`config.mk`:
```
export PLATFORM = sky130hd
export DESIGN_NAME = cda_cell
export DESIGN_NICKNAME = d
export VERILOG_FILES = /design/src/rtl/core/cda_pkg.sv /design/src/rtl/core/cda_cell.sv
export SDC_FILE = /design/constraint.sdc
export NUM_CORES = 2
export LEC_CHECK = 0
export BUFFER_PORTS_ARGS = -buffer_cell sky130_fd_sc_hd__buf_2
export CORE_UTILIZATION = 55
export DETAILED_ROUTE_END_ITERATION = 10
export HOLD_SLACK_MARGIN = 0.1
export PLACE_DENSITY = 0.78
export SLEW_MARGIN = 0
export SYNTH_ARGS = -nofsm -noshare
export SYNTH_HDL_FRONTEND = slang
export SYNTH_SLANG_ARGS = --single-unit
export TNS_END_PERCENT = 5
```
`constraint.sdc`:
```
create_clock -name clk -period 31.1 [get_ports clk]
set_input_delay 3.11 -clock clk [delete_from_list [all_inputs] [get_ports clk]]
set_output_delay 3.11 -clock clk [all_outputs]
set_load 0.02 [all_outputs]
```
`src/rtl/core/cda_pkg.sv`:
```
// ----------------------------------------------------------------------------
// cda_pkg
// Shared types and constants of the contour distance accumulator.
// ----------------------------------------------------------------------------
package cda_pkg;
    localparam int MAX_CHAIN = 64;
    localparam int FRAC_BITS = 12;
    localparam int SLOTS     = MAX_CHAIN - 1;
    localparam int SLOT_W    = $clog2(SLOTS + 1);
    localparam int COORD_W   = 21;
    localparam int LEN_W     = 7;
    localparam int SEP_W     = 6;
    localparam int RMS_W     = 22;
    localparam int SUM_W     = 64;
    localparam int CNT_W     = 32;
    localparam int DIFF_W    = COORD_W + 1;
    localparam int SQ_W      = 2 * DIFF_W;
    localparam int D2_W      = SQ_W + 2;
    localparam logic [RMS_W-1:0] RMS_MAX = '1;

    localparam logic OP_POS    = 1'b0;
    localparam logic OP_REPORT = 1'b1;
    localparam logic [0:0] REG_CHAIN_LENGTH = 1'b0;

    typedef struct packed {
        logic signed [COORD_W-1:0] x;
        logic signed [COORD_W-1:0] y;
        logic signed [COORD_W-1:0] z;
    } pos_t;

    // control broadcast from the sequencer to the cell row
    typedef struct packed {
        logic load;   // new monomer on the row
        logic drop;   // chain closed: stored monomers no longer pair
        logic clear;  // zero all cells
        logic shift;  // pass bins toward the readout end
    } cell_ctrl_t;

    typedef enum logic [2:0] {
        ST_IDLE,
        ST_PAIR,
        ST_DIV,
        ST_SQRT,
        ST_OUT
    } state_t;
endpackage

```
`src/rtl/core/cda_cell.sv`:
```
// ----------------------------------------------------------------------------
// cda_cell
// One slot of the chain: holds an earlier monomer and one separation bin.
// ----------------------------------------------------------------------------
module cda_cell
    import cda_pkg::*;
(
    input  logic             clk,
    input  logic             rst_n,
    input  cell_ctrl_t       ctrl,
    input  pos_t             new_pos,
    input  pos_t             pos_in,
    input  logic             vld_in,
    input  logic [SUM_W-1:0] bin_in,
    output pos_t             pos_out,
    output logic             vld_out,
    output logic [SUM_W-1:0] bin_out
);
    pos_t             pos_reg;
    logic             vld_reg;
    logic [SUM_W-1:0] bin_reg, bin_next;
    logic signed [DIFF_W-1:0] dx, dy, dz;
    logic [D2_W-1:0] d2;
    logic [SUM_W:0]  sum;

    // cell k holds monomer pos-1-k, so its pair falls in bin k
    assign dx = DIFF_W'(new_pos.x) - DIFF_W'(pos_reg.x);
    assign dy = DIFF_W'(new_pos.y) - DIFF_W'(pos_reg.y);
    assign dz = DIFF_W'(new_pos.z) - DIFF_W'(pos_reg.z);
    assign d2 = D2_W'(unsigned'(SQ_W'(dx * dx))) + D2_W'(unsigned'(SQ_W'(dy * dy)))
              + D2_W'(unsigned'(SQ_W'(dz * dz)));
    assign sum = {1'b0, bin_reg} + (SUM_W + 1)'(d2);

    always_comb
    begin
        bin_next = bin_reg;
        if (ctrl.clear)
            bin_next = '0;
        else if (ctrl.shift)
            bin_next = bin_in;
        else if (ctrl.load && vld_reg)
            bin_next = sum[SUM_W] ? '1 : sum[SUM_W-1:0];
    end

    always_ff @(posedge clk or negedge rst_n)
    begin
        if (!rst_n)
        begin
            vld_reg <= 1'b0;
            bin_reg <= '0;
        end
        else
        begin
            bin_reg <= bin_next;
            if (ctrl.clear || ctrl.drop)
                vld_reg <= 1'b0;
            else if (ctrl.load)
                vld_reg <= vld_in;
        end
    end

    always_ff @(posedge clk)
    begin
        if (ctrl.load)
            pos_reg <= pos_in;
    end

    assign pos_out = pos_reg;
    assign vld_out = vld_reg;
    assign bin_out = bin_reg;
endmodule

```
==> results.cfg <==
[status]
status = finished clean

[sta]
setup_violations = 0
rsz0062_at_grt = false
fin_skew_ns = 0.03321
finalSetupTns_ns = 0
report.final.hold_viol_count = 0
slew_headroom_pct = 5.632
fin_crit_ns = 18.04
post-route-period-util_pct = 57.99
fmax_mhz = 55.45
finalMaxSlewViolations = 0
tightest_slew_ns = 1.411

[finish]
syn_to_final_growth_pct = 6.691
drive_gt1_share_pct = 7.095
nets = 8913
n_fill_cell = 9114

[routing]
drt-total-wl_um = 170000
avgRoutedWirePerCell_um = 20.88
num_vias = 45860
dr.pass1.iters = 5
drcViolationCount = 0
drt_iter0_drc = 3612
ant_nets = 0
vias_per_cell = 5.632

[min_path]
holdPathEnd = bin_out[1]$_DFFE_PN0P_
min_path_type = flop to flop
min_path_cells = 2
min-delay-start = bin_out[1]$_DFFE_PN0P_

[grt]
grt_max_degree = 66
grt_pass1_vias = 50080
grt_usage_pct = 32.22
grt_pass1_wl_um = 271500
overflow = 0
antenna_found_initial = 6

[logic_synthesis]
synth_edf_count = 63
synth_top_cell_by_area = fa_1
yosys_warnings = 0
synth.distinct_cells = 82
synthTopCellsByCount = 1,801 x inv_1, 1,461 x fa_1, 614 x nand2_1
syn_avg_cell_area_sq_um = 9.262
syn_inst = 6461
synth_ff_type = dfrtp_1
mappedNetlistArea_sq_um = 59840
yosysSeqAreaShare_pct = 5.879
synth_top_area_share_pct = 48.88
synth-seq-cells = 128
ys_async_sr_fraction_pct = 50.78
yosysMostFrequentCell = inv_1
synthTopCellsByArea = fa_1 49%, inv_1 11%, ha_1 11%

[floorplanning]
start_util_pct = 55.67
dieArea_sq_um = 110100
ios = 325
rows = 120
die_x_um = 331.9
core-area_sq_um = 107500
die_h_um = 331.9

[setup_path]
endpoint_kind = flop
cp.arrival_ns = 18.51
criticalPathCategory = input port to flop
path_common_cell = fa_1
reg2reg_depth = 48
reg2reg_to = bin_out[32]$_DFFE_PN0P_
worst_ep_required_time_ns = 31.57
r2r_start = pos_out[21]$_DFFE_PP_
crit_fanout = 49
max_stage_delay_ns = 1.02
r2r_setup_slack_ns = 15.44
start_kind = input port
slowest_stage = a41o_2

[placed_design]
gp_congestion = 0.9953
hpwl_um = 143300
portBuffers = 324

[flow_run]
drv_cap = 0

[cts]
cts-root-buf = clkbuf_16
ctsResizeCount = 0
cts_max_level = 4
clk_pin_slew_ns = 0.08
clkLatencyLatePin_ns = 0.56
tritoncts = built
cts.sinks = 128
cts_buffers = 17
clk_path_buf_depth = 2
cts_setup_buffers = 0
ctsHoldBuffers = 0
layout make-up:
class / instances / area [sq um] / area share, %
Sequential cell: 128 / 3518 / 5.511
Tap cell: 1403 / 1755 / 2.749
Clock inverter: 15 / 137.6 / 0.2156
Multi-Input combinational cell: 4368 / 49050 / 76.83
Inverter: 1818 / 6824 / 10.69
Timing Repair Buffer: 391 / 2130 / 3.335
Antenna cell: 2 / 5.005 / 0.007839
Clock buffer: 17 / 425.4 / 0.6663
worst max path at each step:
| stage | startpoint | endpoint | slack, ns | cells after the start |
|---|---|---|---|---|
| detailed placement | new_pos[21] | bin_out[32]$_DFFE_PN0P_ | 12.94 | 50 |
| floorplan | new_pos[21] | bin_out[12]$_DFFE_PN0P_ | 16.16 | 52 |
| CTS | new_pos[21] | bin_out[33]$_DFFE_PN0P_ | 13.41 | 50 |
| global route | new_pos[21] | bin_out[32]$_DFFE_PN0P_ | 12.11 | 50 |
| finish | new_pos[21] | bin_out[32]$_DFFE_PN0P_ | 13.06 | 50 |
| global placement | new_pos[21] | bin_out[33]$_DFFE_PN0P_ | 13.32 | 50 |
metal layers:
metal,part of all wire [%],track usage [%],vias up
met4,5.7,16.25,4
li1,-,-,19890
met1,37,41.27,23130
met5,0.019,0,-
met3,11,7.806,522
met2,46,51.20,2307
metrics by stage:
| stage | std cells | area [sq um] | setup slack [ns] | util [%] | hold slack (ns) |
|---|---|---|---|---|---|
| after global placement | 8108 | 63280 | 13.32 | 58.86 | 0.5014 |
| after floorplan | 6463 | 59850 | 16.16 | - | 0.6056 |
| after detailed placement | 8108 | 63280 | 12.94 | 58.86 | 0.5165 |
| after CTS | 8140 | 63840 | 13.41 | 59.39 | 0.5339 |
| final | 8142 | 63850 | 13.06 | 59.39 | 0.5333 |
| after global routing | 8142 | 63850 | 12.11 | 59.39 | 0.5661 |
cells by family after synthesis:
family	Yosys count	synth area share [%]
xor+xnor	253	3.715
mux	7	0.1192
buf+inv	1967	12.39
other cells	1	0.006266
compound gates	751	8.336
flops	128	5.879
fa+ha+maj	1992	59.98
simple gates	1362	9.574
critical path: cells and delay by family:
kind	cells	cell delay, ns
xor gates and xnor gates	2	0.72
and+or+nand+nor	8	1.84
buffers and inverters	9	1.28
AOI/OAI and AO/OA	18	5.58
adders and majority gates	13	5.88
cells in the final DEF, fill, tap and decap left out, types with 17 or more instances in the layout:
master and count:
fa_1 1461, o21bai_1 31, clkbuf_16 17, nor2b_1 35, buf_2 322, nand3_1 43
dfrtp_1 65, xnor2_1 160, xor2_1 78, nand2b_1 42, nor2_1 474, o21ai_0 140
edfxtp_1 63, ha_1 531, inv_1 1800, and3_1 24, nand2_1 614, buf_4 69
a31oi_1 19, nor3_1 39, a21o_1 105, a21oi_1 204, o221ai_1 46, and2_1 22
nand4_1 23, o21a_1 55
sequential cells by signal, summed over array words and instances (netlist names):
register,cells
bin_out,64
pos_out,63
vld_out,1
Power is left out: the tool's default activity adds up to more than one toggle a clock period on the data nets, which glitch-free logic cannot reach.
