`config.mk`:
```
export PLATFORM = sky130hd
export DESIGN_NAME = cda_divsqrt
export DESIGN_NICKNAME = d
export VERILOG_FILES = /design/src/rtl/core/cda_pkg.sv /design/src/rtl/core/cda_divsqrt.sv
export SDC_FILE = /design/constraint.sdc
export NUM_CORES = 1
export LEC_CHECK = 0
export BUFFER_PORTS_ARGS = -buffer_cell sky130_fd_sc_hd__buf_2
export CAP_MARGIN = 10
export CORE_MARGIN = 5
export CORE_UTILIZATION = 55
export DETAILED_ROUTE_END_ITERATION = 7
export PLACE_DENSITY = 0.71
export SYNTH_ARGS = -nofsm -noshare
export SYNTH_HDL_FRONTEND = slang
export SYNTH_SLANG_ARGS = --single-unit
export TNS_END_PERCENT = 1
```
`constraint.sdc`:
```
create_clock -name clk -period 3.9 [get_ports clk]
set_input_delay 0.78 -clock clk [delete_from_list [all_inputs] [get_ports clk]]
set_output_delay 0.78 -clock clk [all_outputs]
set_load 0.02 [all_outputs]
```
`src/rtl/core/cda_pkg.sv`:
```
// ----------------------------------------------------------------------------
// cda_pkg
// Shared types and constants of the contour distance accumulator.
// ----------------------------------------------------------------------------
package cda_pkg;
    localparam int MAX_CHAIN = 64;
    localparam int FRAC_BITS = 12;
    localparam int SLOTS     = MAX_CHAIN - 1;
    localparam int SLOT_W    = $clog2(SLOTS + 1);
    localparam int COORD_W   = 21;
    localparam int LEN_W     = 7;
    localparam int SEP_W     = 6;
    localparam int RMS_W     = 22;
    localparam int SUM_W     = 64;
    localparam int CNT_W     = 32;
    localparam int DIFF_W    = COORD_W + 1;
    localparam int SQ_W      = 2 * DIFF_W;
    localparam int D2_W      = SQ_W + 2;
    localparam logic [RMS_W-1:0] RMS_MAX = '1;

    localparam logic OP_POS    = 1'b0;
    localparam logic OP_REPORT = 1'b1;
    localparam logic [0:0] REG_CHAIN_LENGTH = 1'b0;

    typedef struct packed {
        logic signed [COORD_W-1:0] x;
        logic signed [COORD_W-1:0] y;
        logic signed [COORD_W-1:0] z;
    } pos_t;

    // control broadcast from the sequencer to the cell row
    typedef struct packed {
        logic load;   // new monomer on the row
        logic drop;   // chain closed: stored monomers no longer pair
        logic clear;  // zero all cells
        logic shift;  // pass bins toward the readout end
    } cell_ctrl_t;

    typedef enum logic [2:0] {
        ST_IDLE,
        ST_PAIR,
        ST_DIV,
        ST_SQRT,
        ST_OUT
    } state_t;
endpackage

```
`src/rtl/core/cda_divsqrt.sv`:
```
// ----------------------------------------------------------------------------
// cda_divsqrt
// Bit-serial divide then bit-serial integer root, one bit per cycle.
// ----------------------------------------------------------------------------
module cda_divsqrt
    import cda_pkg::*;
(
    input  logic             clk,
    input  logic             rst_n,
    input  logic             start,
    input  logic [SUM_W-1:0] num,
    input  logic [SUM_W-1:0] den,
    output logic             done,
    output logic [RMS_W-1:0] root
);
    localparam int CW = $clog2(SUM_W + 1);
    logic [SUM_W-1:0] q_reg, den_reg, res_reg;
    logic [SUM_W:0]   rem_reg;
    logic [SUM_W+1:0] srem_reg;
    logic [CW-1:0]    cnt_reg;
    logic             dphase_reg, busy_reg;
    logic [SUM_W:0]   trial;
    logic [SUM_W+1:0] strial, scand;

    assign trial  = {rem_reg[SUM_W-1:0], q_reg[SUM_W-1]};
    assign strial = {srem_reg[SUM_W-1:0], q_reg[SUM_W-1:SUM_W-2]};
    assign scand  = {res_reg, 2'b01};

    always_ff @(posedge clk or negedge rst_n)
    begin
        if (!rst_n)
        begin
            busy_reg   <= 1'b0;
            done       <= 1'b0;
            dphase_reg <= 1'b0;
            cnt_reg    <= '0;
            q_reg      <= '0;
            den_reg    <= '0;
            rem_reg    <= '0;
            srem_reg   <= '0;
            res_reg    <= '0;
        end
        else
        begin
            if (start)
            begin
                done       <= 1'b0;
                busy_reg   <= 1'b1;
                dphase_reg <= 1'b1;
                cnt_reg    <= CW'(SUM_W);
                q_reg      <= num;
                den_reg    <= den;
                rem_reg    <= '0;
            end
            else if (busy_reg && dphase_reg)
            begin
                done <= 1'b0;
                if (trial >= {1'b0, den_reg})
                begin
                    rem_reg <= trial - {1'b0, den_reg};
                    q_reg   <= {q_reg[SUM_W-2:0], 1'b1};
                end
                else
                begin
                    rem_reg <= trial;
                    q_reg   <= {q_reg[SUM_W-2:0], 1'b0};
                end
                if (cnt_reg == CW'(1))
                begin
                    dphase_reg <= 1'b0;
                    cnt_reg    <= CW'(SUM_W / 2);
                    srem_reg   <= '0;
                    res_reg    <= '0;
                end
                else
                    cnt_reg <= cnt_reg - 1'b1;
            end
            else if (busy_reg)
            begin
                q_reg <= {q_reg[SUM_W-3:0], 2'b00};
                if (strial >= scand)
                begin
                    srem_reg <= strial - scand;
                    res_reg  <= {res_reg[SUM_W-2:0], 1'b1};
                end
                else
                begin
                    srem_reg <= strial;
                    res_reg  <= {res_reg[SUM_W-2:0], 1'b0};
                end
                cnt_reg  <= cnt_reg - 1'b1;
                busy_reg <= (cnt_reg != CW'(1));
                done     <= (cnt_reg == CW'(1));
            end
            else
                done <= 1'b0;
        end
    end

    assign root = (|res_reg[SUM_W-1:RMS_W]) ? RMS_MAX : res_reg[RMS_W-1:0];
endmodule

```
==> impl_metrics.tcl, run 1 <==
set metrics [dict create \
    outcome "finished, final reports clean" \
    cp-startpoint "rem_reg[11]" \
    rsz0062_at_grt "no" \
    area_growth_pct 11.05 \
    grt_usage 0.2600 \
    hold_violations 0 \
    drc 0 \
    grt_overflow 0 \
    stdcell_count 3435 \
    core-area_um2 40740 \
    die_w_um 212.8 \
    dp_cells 3364 \
    crit_path_start_kind "flip-flop" \
    htree_levels 2 \
    setup_violations 0 \
    syn_avg_cell_area_um2 8.042 \
    firstDrtPassIters 6 \
    clock_skew_ns 0.02643 \
    worst_ep_arrival_time_ns 4.14 \
    ys_types 77 \
    leakage_uw 0.01273 \
    async_flop_share 1.000 \
    fin_crit_sh 0.9480 \
    ios 154 \
    grt_max_degree 127 \
    r2r_cells 13 \
    postRouteAntennaNets 0 \
    hold_buffers 0 \
    grt_pass1_wl_um 98470 \
    yosysSeqAreaShare 0.3651 \
    initial_core_util 0.5551 \
    clock_latency_ns 0.57 \
    via_per_inst 5.903 \
    numPortBuffers 153 \
    numCtsBuffers 39 \
    final_util 0.6165 \
    root_buffer "clkbuf_16" \
    fin_crit_ns 3.697 \
    met2_length_um 28560 \
    top_layer "met4" \
    critical_path.endpoint "rem_reg[39]" \
    final_nets 3137 \
    tightest_slew_ns 1.182 \
    rows 74 \
    place_congestion 0.9615 \
    antenna_found_initial 2 \
    syn_nets 3076 \
    seqCellArea_um2 8262 \
    crit_path_end_kind "flip-flop" \
    synth_top_cell_by_area "dfrtp_1" \
    hold_path_class "in2async" \
    grt_pass1_vias 19776 \
    synth_enable_flop_cells 0 \
    synth_cells 2812 \
    dpl.hpwl_um 43140 \
    slew_violations 0 \
    dpl_cell_area_um2 23750 \
    stdcell_area_um2 25110 \
    fmax_mhz 270.5 \
    post_drt_wl_per_cell_um 17.31 \
    ys_top_cells_by_area "dfrtp_1 (37%), ha_1 (7.3%), nand2_1 (7.0%)" \
    ir_drop_uv 523.5 \
    num_vias 20276 \
    synthFlopType "dfrtp_1" \
    setup_tns_ns 0 \
    reg2reg_from "rem_reg[11]" \
    reg2reg_setup_slack_ns 0.20 \
    clockBufferDepth 3 \
    nFillCells 3683 \
    clock-sinks 330 \
    ys_warn_count 0 \
    r2r-end "rem_reg[39]" \
    crit_type "reg2reg" \
    die_area_um2 45280 \
    multi_input_area_um2 12970 \
    max-cap-violations 0 \
    die_y_um 212.8 \
    synth-seq-cells 330 \
    wl_um 59470 \
    syn_area_um2 22620 \
    path_clk_slew_ns 0.06 \
    path_max_fanout 28 \
    required_ns 4.34 \
    yosysTopAreaCellShare 0.3651 \
    power-per-cell-area_nw_per_um2 765.1 \
    wl_met3_um 2451 \
    drive_above_1_share 0.1041 \
    met1_length_um 26220 \
    slew_headroom 0.2120 \
    first_iter_violations 1658 \
    cts_tree "built" \
]
what timing repair did:
| item | 4_1_cts | 5_1_grt |
|---|---|---|
| endpoints found under the hold margin | 0 | 0 |
| resized for setup | 0 | 1 |
| buffers inserted | 0 | 0 |
| setup endpoints to repair | 0 | 2 |
cell families (layout without fill, tap and decap cells):
group           after synthesis  in the layout  synth area share
other cells                   0              1                 0
simple gates                894            894            0.1722
fa+ha+maj                   133            133           0.07391
mux                         100            100           0.04432
buf+inv                     352            442           0.06401
xor+xnor                    121            121           0.04686
compound gates              882            882            0.2335
flops                       330            330            0.3651
metal layers:
metal,vias to the layer above,GRT usage
met3,119,0.02909
met1,9690,0.3457
met5,-,0
met2,509,0.4347
li1,9958,-
met4,0,0.1095
worst max-delay path: stages (launching register included):
cell and delay, ns:
dfrtp_1 0.41, ha_1 0.38, a21oi_1 0.29, o221ai_1 0.17, a221oi_1 0.52, nand3_2 0.23, nand3_2 0.16, a2111oi_2 0.09
nor4_2 0.42, o31a_2 0.23, buf_4 0.35, nor2_1 0.09, a21oi_1 0.14, o21ai_1 0.07
placed cells by master (no fill, tap or decap), drive strengths merged, types with 14 or more instances in the layout:
master,instances
nor3,32
xnor2,71
nand3,114
ha,132
a211oi,14
a21oi,272
nand2,422
a32oi,15
nor4,18
a22o,25
o21bai,34
dfrtp,330
o31ai,16
xor2,50
nor2,205
buf,193
inv,179
clkbuf,53
o21ai,340
mux2i,99
a21o,64
nand4,48
a31oi,17
area by class of cell:
class / instances / share of cell area
antenna: 1 / 0.00009964
timing repair buffer: 193 / 0.04708
inverter: 179 / 0.02680
clock inverter: 17 / 0.009416
multi-input combinational: 2130 / 0.5165
clock buffer: 53 / 0.04459
sequential: 330 / 0.3290
tap: 532 / 0.02650
worst min-delay path by stage:
stage / start / endpoint / slack [ns]
3_5_place_dp: res_reg[0] / res_reg[0] / 0.46
2_1_floorplan: res_reg[0] / res_reg[0] / 0.45
4_1_cts: rst_n / res_reg[16] / 0.22
3_3_place_gp: res_reg[11] / res_reg[11] / 0.46
6_report: rst_n / srem_reg[11] / 0.22
5_1_grt: rst_n / res_reg[14] / 0.28
Yosys cell counts, types with 25 or more instances:
cell type and number:
o21bai_1 34, nor3_1 32, a21o_1 64, xnor2_1 71, dfrtp_1 330, nand3_1 112, clkbuf_1 121, nand4_1 48
o21ai_0 284, o21ai_1 56, nor2_1 205, inv_1 179, a22o_1 25, xor2_1 50, ha_1 132, a21oi_1 268
mux2i_1 99, nand2_1 419, buf_2 26
power breakdown:
group	switching (µW)	leakage (µW)	total [µW]	internal, µW
Sequential	303	0.00434	4100	3800
Clock	1510	0.000660	3860	2350
Combinational	6520	0.00773	11300	4730
stage by stage:
stage	hold slack, ns	power, µW	worst slack (ns)
floorplan	0.4461	12500	0.8601
detailed placement	0.4637	14980	0.2112
global route	0.2830	20610	0.01306
global placement	0.4612	15170	0.2396
CTS	0.2242	18940	0.1764
finish	0.2188	19210	0.2026
No activity file was read; power rests on OpenSTA's default activity.
==> run 2: changes to the inputs <==
CORE_ASPECT_RATIO = 0.75   (was not set)
==> run 2 against run 1 <==
Net effect: count of clock-buffer cells in the layout decreased by 3; final cell count decreased by 0.20%; first-iteration DRC count increased by 20%; routed wire length increased by 0.95%.
==> impl_metrics.tcl, run 2 (synthesized netlist as in run 1, its figures left out) <==
set metrics [dict create \
    power.share.clock 0.171 \
    fmax_mhz 269.4 \
    grt_usage 0.2581 \
    cts_tree "built" \
    numCtsBuffers 35 \
    drive_above_1_share 0.1041 \
    fin_crit_ns 3.712 \
    postRouteAntennaNets 0 \
    die_w_um 244.2 \
    antennaDiodeCount 0 \
    slew_violations 0 \
    ios 154 \
    die_y_um 185.6 \
    root_buffer "clkbuf_16" \
    pre_cts_slack_ns 0.1308 \
    required_ns 4.31 \
    area_growth_pct 10.28 \
    rsz0062_at_grt "yes" \
    tightest_slew_ns 1.145 \
    final_nets 3138 \
    met1_length_um 28790 \
    final_common_cell "nand2_1" \
    outcome "finished, final reports clean" \
    dpl.hpwl_um 43280 \
    setup_violations 0 \
    initial_core_util 0.5559 \
    antenna_found_initial 1 \
    rows 64 \
    place_congestion 0.9767 \
    clockBufferDepth 3 \
    numPortBuffers 153 \
    final_cell_mix "nand2_1 (417), dfrtp_1 (329), o21ai_0 (284)" \
    firstDrtPassIters 6 \
    drc 0 \
    swShare 0.4462 \
    crit_path_end_kind "flip-flop" \
    grt_max_degree 127 \
    layout_setup_ws_ns 0.1877 \
    post_drt_wl_per_cell_um 17.51 \
    fin_crit_sh 0.9519 \
    grt_pass1_wl_um 99190 \
    top_layer "met4" \
    p_comb_frac 0.619 \
    seqPwrFrac 0.210 \
    met2_length_um 26610 \
    wl_met3_um 3433 \
    ir_drop_uv 657.1 \
    setup_tns_ns 0 \
    die_area_um2 45320 \
    intPower_uw 10890 \
    path_max_fanout 32 \
    path_clk_slew_ns 0.06 \
    clock_skew_ns 0.03254 \
    core-area_um2 40680 \
    hold_path_class "in2async" \
    grt_pass1_vias 19483 \
    first_iter_violations 1994 \
    via_per_inst 5.958 \
    max-cap-violations 0 \
    clock_latency_ns 0.56 \
    worst_ep_arrival_time_ns 4.12 \
    power-per-cell-area_nw_per_um2 788.6 \
    hold_buffers 0 \
    grt_overflow 0 \
    num_vias 20424 \
    crit_type "reg2reg" \
    slew_headroom 0.2368 \
    hold_violations 0 \
    whs_ns 0.2909 \
    clock-sinks 330 \
    nFillCells 3683 \
    htree_levels 2 \
    crit_path_start_kind "flip-flop" \
    leakage_uw 0.01265 \
    switching_power_uw 8776 \
    wl_um 60040 \
]
==> run 2: cell count changes in the layout (fill, tap and decap cells not counted), sizes merged <==
cell      change
buf           +5
bufinv        -4
clkbuf        -3
clkinv        +1
clkinvlp      -1
diode         -1
==> run 2: worst paths after layout <==
| path | depth (start not counted) | from | to | slack (ns) |
|---|---|---|---|---|
| setup / recovery | 14 | res_reg[28] | srem_reg[28] | 0.19 |
| hold / removal | 1 | rst_n | res_reg[20] | 0.29 |
| setup reg to reg | 14 | res_reg[28] | srem_reg[28] | 0.19 |
| hold reg to reg | 2 | res_reg[18] | res_reg[18] | 0.48 |
| max in group asynchronous | 2 | rst_n | srem_reg[43] | 2.65 |
| min in group clk | 3 | den[59] | den_reg[59] | 0.42 |
==> run 2: power by group through the flow <==
stage,registers [µW],clock network (µW),logic (µW)
floorplan,4050,0,8450
global placement,4150,0,11700
detailed placement,4160,0,11600
CTS,4120,3440,12000
global route,4200,3590,14000
finish,4120,3370,12200
==> run 2: critical path: stages, from the launching register on <==
cell and delay (ns):
dfrtp_1 0.40, inv_1 0.08, ha_1 0.42, nand4_1 0.16
or3_1 0.41, nor4_2 0.41, nand4_1 0.16, a21o_1 0.21
nand2_1 0.08, a221o_1 0.18, a31o_4 0.41, buf_12 0.25
buf_4 0.14, mux2i_1 0.19, o21ai_1 0.08
==> run 2: cell type report <==
cell class | count | area, µm² | area share
clock buffers | 50 | 1023 | 0.04104
repair buffers | 198 | 1220 | 0.04891
flip-flops and latches | 330 | 8262 | 0.3313
inverters | 179 | 673.1 | 0.02699
clock inverters | 13 | 113.9 | 0.004565
well taps | 528 | 660.6 | 0.02649
multi-input cells | 2130 | 12990 | 0.5207
==> run 2: per-stage QoR <==
step	power, µW	instances	util	cell area, µm²
after global routing	21780	3428	0.6131	24940
after CTS	19570	3426	0.6122	24900
after detailed placement	15760	3363	0.5842	23770
after floorplan	12500	2812	-	22620
after global placement	15890	3363	0.5842	23770
final	19670	3428	0.6131	24940
==> run 2: timing repair <==
action / 4_1_cts / 5_1_grt
endpoints found under the hold margin: 0 / 0
setup endpoints to repair: 0 / 29
setup buffers: 0 / 2
gates resized for setup: 0 / 4
==> run 2: routing by layer <==
layer / up-vias / GRT usage
met5: - / 0
met4: 0 / 0.06023
met3: 86 / 0.03244
met2: 611 / 0.4081
met1: 9754 / 0.3827
li1: 9973 / -
